## config.mk

```make
export PLATFORM = sky130hd
export DESIGN_NAME = clm_front
export DESIGN_NICKNAME = d
export VERILOG_FILES = /design/src/design/clm_pkg.sv /design/src/design/clm_front.sv
export SDC_FILE = /design/constraint.sdc
export NUM_CORES = 1
export LEC_CHECK = 0
export ABC_AREA = 1
export BUFFER_PORTS_ARGS = -buffer_cell sky130_fd_sc_hd__buf_2
export CORE_ASPECT_RATIO = 0.8
export CORE_MARGIN = 5
export CORE_UTILIZATION = 45
export DETAILED_ROUTE_END_ITERATION = 12
export PLACE_DENSITY = 0.73
export SYNTH_ARGS = -nofsm -noshare
export SYNTH_HDL_FRONTEND = slang
export SYNTH_SLANG_ARGS = --single-unit
export TNS_END_PERCENT = 5
```

## constraint.sdc

```tcl
create_clock -name i_clk -period 7.3 [get_ports i_clk]
set_input_delay 0.365 -clock i_clk [delete_from_list [all_inputs] [get_ports i_clk]]
set_output_delay 0.365 -clock i_clk [all_outputs]
set_load 0.05 [all_outputs]
```

## src/design/clm_pkg.sv

```systemverilog
// clm_pkg: shared types, constants and the class rule function
// for the collision layer mapper; no dependencies
package clm_pkg;

    localparam int TABLE_DEPTH = 8192;
    localparam int ID_W        = 13;
    localparam int ADDR_W      = $clog2(TABLE_DEPTH);
    localparam int CNT_W       = $clog2(TABLE_DEPTH + 1);
    localparam int NUM_CLASSES = 5;

    typedef enum logic [1:0] {
        K_MAP    = 2'd0,
        K_DECODE = 2'd1,
        K_PAIR   = 2'd2,
        K_PHASE  = 2'd3
    } t_kind;

    typedef enum logic [1:0] {
        S_OK        = 2'd0,
        S_FULL      = 2'd1,
        S_NOT_ALLOC = 2'd2
    } t_status;

    // queued command, as classified by the front end
    typedef struct packed {
        t_kind            kind;
        logic [2:0]       pclass;
        logic [63:0]      key;
        logic [ID_W-1:0]  id_a;
        logic [2:0]       cls_a;
        logic [ID_W-1:0]  id_b;
    } t_cmd;

    typedef struct packed {
        logic        valid;
        t_cmd        cmd;
    } t_head;

    typedef struct packed {
        logic [15:0] enc;
        logic [2:0]  cls;
        logic [31:0] lay;
        logic [31:0] msk;
        logic        col;
        t_status     st;
    } t_res;

    localparam logic [NUM_CLASSES-1:0] BASE_RULES [NUM_CLASSES] =
        '{5'h04, 5'h04, 5'h1F, 5'h1C, 5'h0C};
    localparam logic [NUM_CLASSES-1:0] STATIC_RULES [NUM_CLASSES] =
        '{5'h18, 5'h18, 5'h00, 5'h03, 5'h03};

    // broad-phase class matrix lookup
    function automatic logic class_allowed(input logic [2:0] c1, input logic [2:0] c2,
                                           input logic see_static);
        logic [NUM_CLASSES-1:0] row;
        row = '0;
        if (c1 < 3'(NUM_CLASSES) && c2 < 3'(NUM_CLASSES)) begin
            row = BASE_RULES[c1];
            if (see_static) begin
                row = row | STATIC_RULES[c1];
            end
            return row[c2];
        end
        return 1'b0;
    endfunction

endpackage

```

## src/design/clm_front.sv

```systemverilog
// clm_front: accepts input transfers, classifies them into commands
// and holds them in a two-entry queue; depends on clm_pkg
module clm_front (
    input  logic                i_clk,
    input  logic                i_rst_n,
    input  logic                i_in_valid,
    output logic                o_in_ready,
    input  logic [1:0]          i_kind,
    input  logic [2:0]          i_phase_class,
    input  logic [31:0]         i_layer_bits,
    input  logic [31:0]         i_mask_bits,
    input  logic [15:0]         i_encoded_a,
    input  logic [15:0]         i_encoded_b,
    input  logic                i_pop,
    output clm_pkg::t_head      o_head
);
    import clm_pkg::*;

    t_cmd       r_q [2];
    logic       r_wp, r_rp;
    logic [1:0] r_cnt;
    t_cmd       w_cmd;
    logic       w_push, w_pop;

    // classify the incoming transfer
    always_comb begin
        w_cmd.kind   = t_kind'(i_kind);
        w_cmd.pclass = i_phase_class;
        w_cmd.key    = {i_layer_bits, i_mask_bits};
        w_cmd.id_a   = i_encoded_a[ID_W-1:0];
        w_cmd.cls_a  = i_encoded_a[15:ID_W];
        w_cmd.id_b   = i_encoded_b[ID_W-1:0];
    end

    assign o_in_ready = (r_cnt != 2'd2);
    assign w_push     = i_in_valid && o_in_ready;
    assign w_pop      = i_pop && (r_cnt != 2'd0);
    assign o_head.valid = (r_cnt != 2'd0);
    assign o_head.cmd   = r_q[r_rp];

    // queue storage
    always_ff @(posedge i_clk) begin
        if (w_push) begin
            r_q[r_wp] <= w_cmd;
        end
    end

    // queue pointers
    always_ff @(posedge i_clk) begin
        if (!i_rst_n) begin
            r_wp  <= 1'b0;
            r_rp  <= 1'b0;
            r_cnt <= 2'd0;
        end else begin
            if (w_push) r_wp <= ~r_wp;
            if (w_pop)  r_rp <= ~r_rp;
            r_cnt <= r_cnt + 2'(w_push) - 2'(w_pop);
        end
    end

endmodule

```

==> metrics <==
number of global-route vias before repair=between 4000 and 5000; slowest stage delay, CP=between 800 and 900 ps; final setup fails=0; Core Util, Final=between 50% and 60%; die height=approximately 120 um; Reg2Reg Capture Point=r_q[1][72]; Clk pin slew, worst setup/hold paths=around 60 ps; worst r2r src=r_cnt[0]; minimum clock period=between 3000 and 4000 ps; Syn Inst Count=341; total power per unit cell area=~400 mW/mm2; total CTS buffers=20; max-slew violation count=0; Worst R2R Path Depth=5; period utilization=~42%; setup TNS=0 ps; met2 wire length=6750 um; PostCTS Resize Cnt=0; setup repair bufs after CTS=0; clock buffer depth=3; Top Layer Used=met5; CTS tree=done; worst vdd ir=about 0.23 mV; WHS Endpoint=r_q[1][70]; RSZ-0062 raised after global routing=no; CTS HTree Levels=1; vias=about 3800; Mapped Area=approximately 0.0074 mm2; gr usage total=between 10% and 20%; Crit-path slowest cell=dfxtp_4; post-synthesis cell type count=12; row count=41; core area=between 0.015 and 0.02 mm2; Power, Total=3.67 mW; root buffer cell=clkbuf_16; Critical Path Start Type=flip-flop; Hold Buf Count CTS=0; initial antenna violation count=2; Fin. Hold Viols=0; post-route ant nets=0; Max Cap Viol=0; Vias per Instance=around 4.8; fillers=1215; synth-to-layout area growth=25.0%; drt drc=0; die width=153 um; routed metal-1 wirelength=between 5000 and 6000 um; HP Class=in -> reg; standby leakage power=about 3.5 nW; DR WL/cell=approximately 18 um; clk_skew=about 14 ps; Synth area leader=edfxtp_1; status=completed; ranking of synthesized cells by area=edfxtp_1, mux2_2, mux2_4, dfxtp_1, buf_6; CP Data Required Time=around 7000 ps; Port Buffers=approximately 200; met3 wire length=between 1000 and 1500 um; first-pass GRT wire length=around 21000 um; final WL=13800 um; commonest non-fill, non-tap cell in the layout=buf_2; nets=roughly 660; Max-slew headroom=approximately half; Yosys Warn Count=0; hold path startpoint=i_layer_bits[9]; Synth Net Count=~450; crit-path cells=buf_4, mux2_2, buf_2; most frequent cells in the layout=buf_2, edfxtp_1, mux2_2; largest net degree at the start of global routing=53; Initial Utilization=around 46%; layout cell share with drive strength beyond 1=58.3%; kind of critical path=reg -> out; peak fanout along the critical path=52; mean post-synth cell area=roughly 22 um2; Skew-Pair Late Insertion Delay=between 400 and 500 ps; DRT Pass-1 Iters=4; register area share after synthesis=81.1%; CP endpoint kind=output pin; GPL Wtd Cong=roughly 0.73; Hold Path Cell Cnt=1; Iteration-0 DRC Markers=170; Reg2Reg Setup Slack=between 4000 and 5000 ps; top-area cell type share of the netlist area=around 80%; crit path DAT=roughly 2700 ps; gr ovfl total=0; Die Area=0.0191 mm2; clk sinks=201; worst-margin pin slew=752 ps; Post-DP HPWL=~9000 um; #FFs+latches synth=201; fmax=between 0.3 and 0.4 GHz; # IOs=between 200 and 250
==> stage by stage <==
step | worst slack [ps] | instances | cell area, um2 | hold WS [ps]
2_1_floorplan | 1730 | 341 | 7380 | 458
3_3_place_gp | 4760 | 750 | 8620 | 490
3_5_place_dp | 4710 | 750 | 8620 | 498
4_1_cts | 4170 | 784 | 9230 | 45.8
5_1_grt | 4100 | 785 | 9230 | 40.8
6_report | 4260 | 785 | 9230 | 71.5
==> logic make-up after synthesis <==
logic type,Yosys count,synth area share [%]
buffers and inverters,18,1.44
flip-flops,201,81.1
AND/OR/NAND/NOR,20,1.07
adder cells (fa/ha/maj),2,0.339
AO/OA/AOI/OAI,2,0.136
multiplexers,98,16.0
==> routing by layer <==
layer  up-vias  global-route usage (%)
li1       1767                       -
met1      1848                    16.7
met2       144                    23.6
met3        22                    4.93
met4         2                    3.40
met5         -                       0
==> registers in the layout, summed over array words and instances, names as in the netlist, named ones only <==
name   cells
r_q      196
r_rp       1
r_cnt      2
r_wp       1
==> cells in the mapped netlist <==
master,instances
inv_1,7
mux2_4,20
buf_2,7
edfxtp_1,196
nand3_1,3
nor2_1,8
dfxtp_1,5
buf_6,4
nand2_1,9
a21oi_1,2
ha_1,2
mux2_2,78
==> area by class of cell <==
class | count | area (um2) | share of cell area, %
diodes | 1 | 2.50 | 0.0271
clock buffers | 31 | 593 | 6.42
clock inverters | 3 | 13.8 | 0.149
inverters | 7 | 28.8 | 0.312
multi-input cells | 122 | 1300 | 14.1
flip-flops and latches | 201 | 5990 | 64.9
well taps | 215 | 269 | 2.91
repair buffers | 205 | 1040 | 11.2
==> power breakdown <==
part           total [mW]  leakage (nW)  internal, mW  switching, mW
sequential           1.53          1.87          1.46         0.0714
clock               0.938         0.298         0.555          0.382
combinational        1.20          1.34         0.332          0.865
total                3.67          3.51          2.35           1.32
==> how the worst max path moves through the flow <==
| stage | from | end | slack, ps |
|---|---|---|---|
| after floorplan | r_cnt[0] | r_q[0][0] | 1730 |
| after global placement | flip-flop | o_head[21] | 4760 |
| after detailed placement | flip-flop | o_head[21] | 4710 |
| after CTS | flip-flop | o_head[21] | 4170 |
| after global routing | flip-flop | o_head[23] | 4100 |
| final | flip-flop | o_head[21] | 4260 |
==> critical path: cells and delay by family, from the launching register on <==
kind,cells,cell delay [ps]
DFF,1,810
buffers and inverters,2,890
muxes,1,410
No activity file was read; power rests on OpenSTA's default activity.
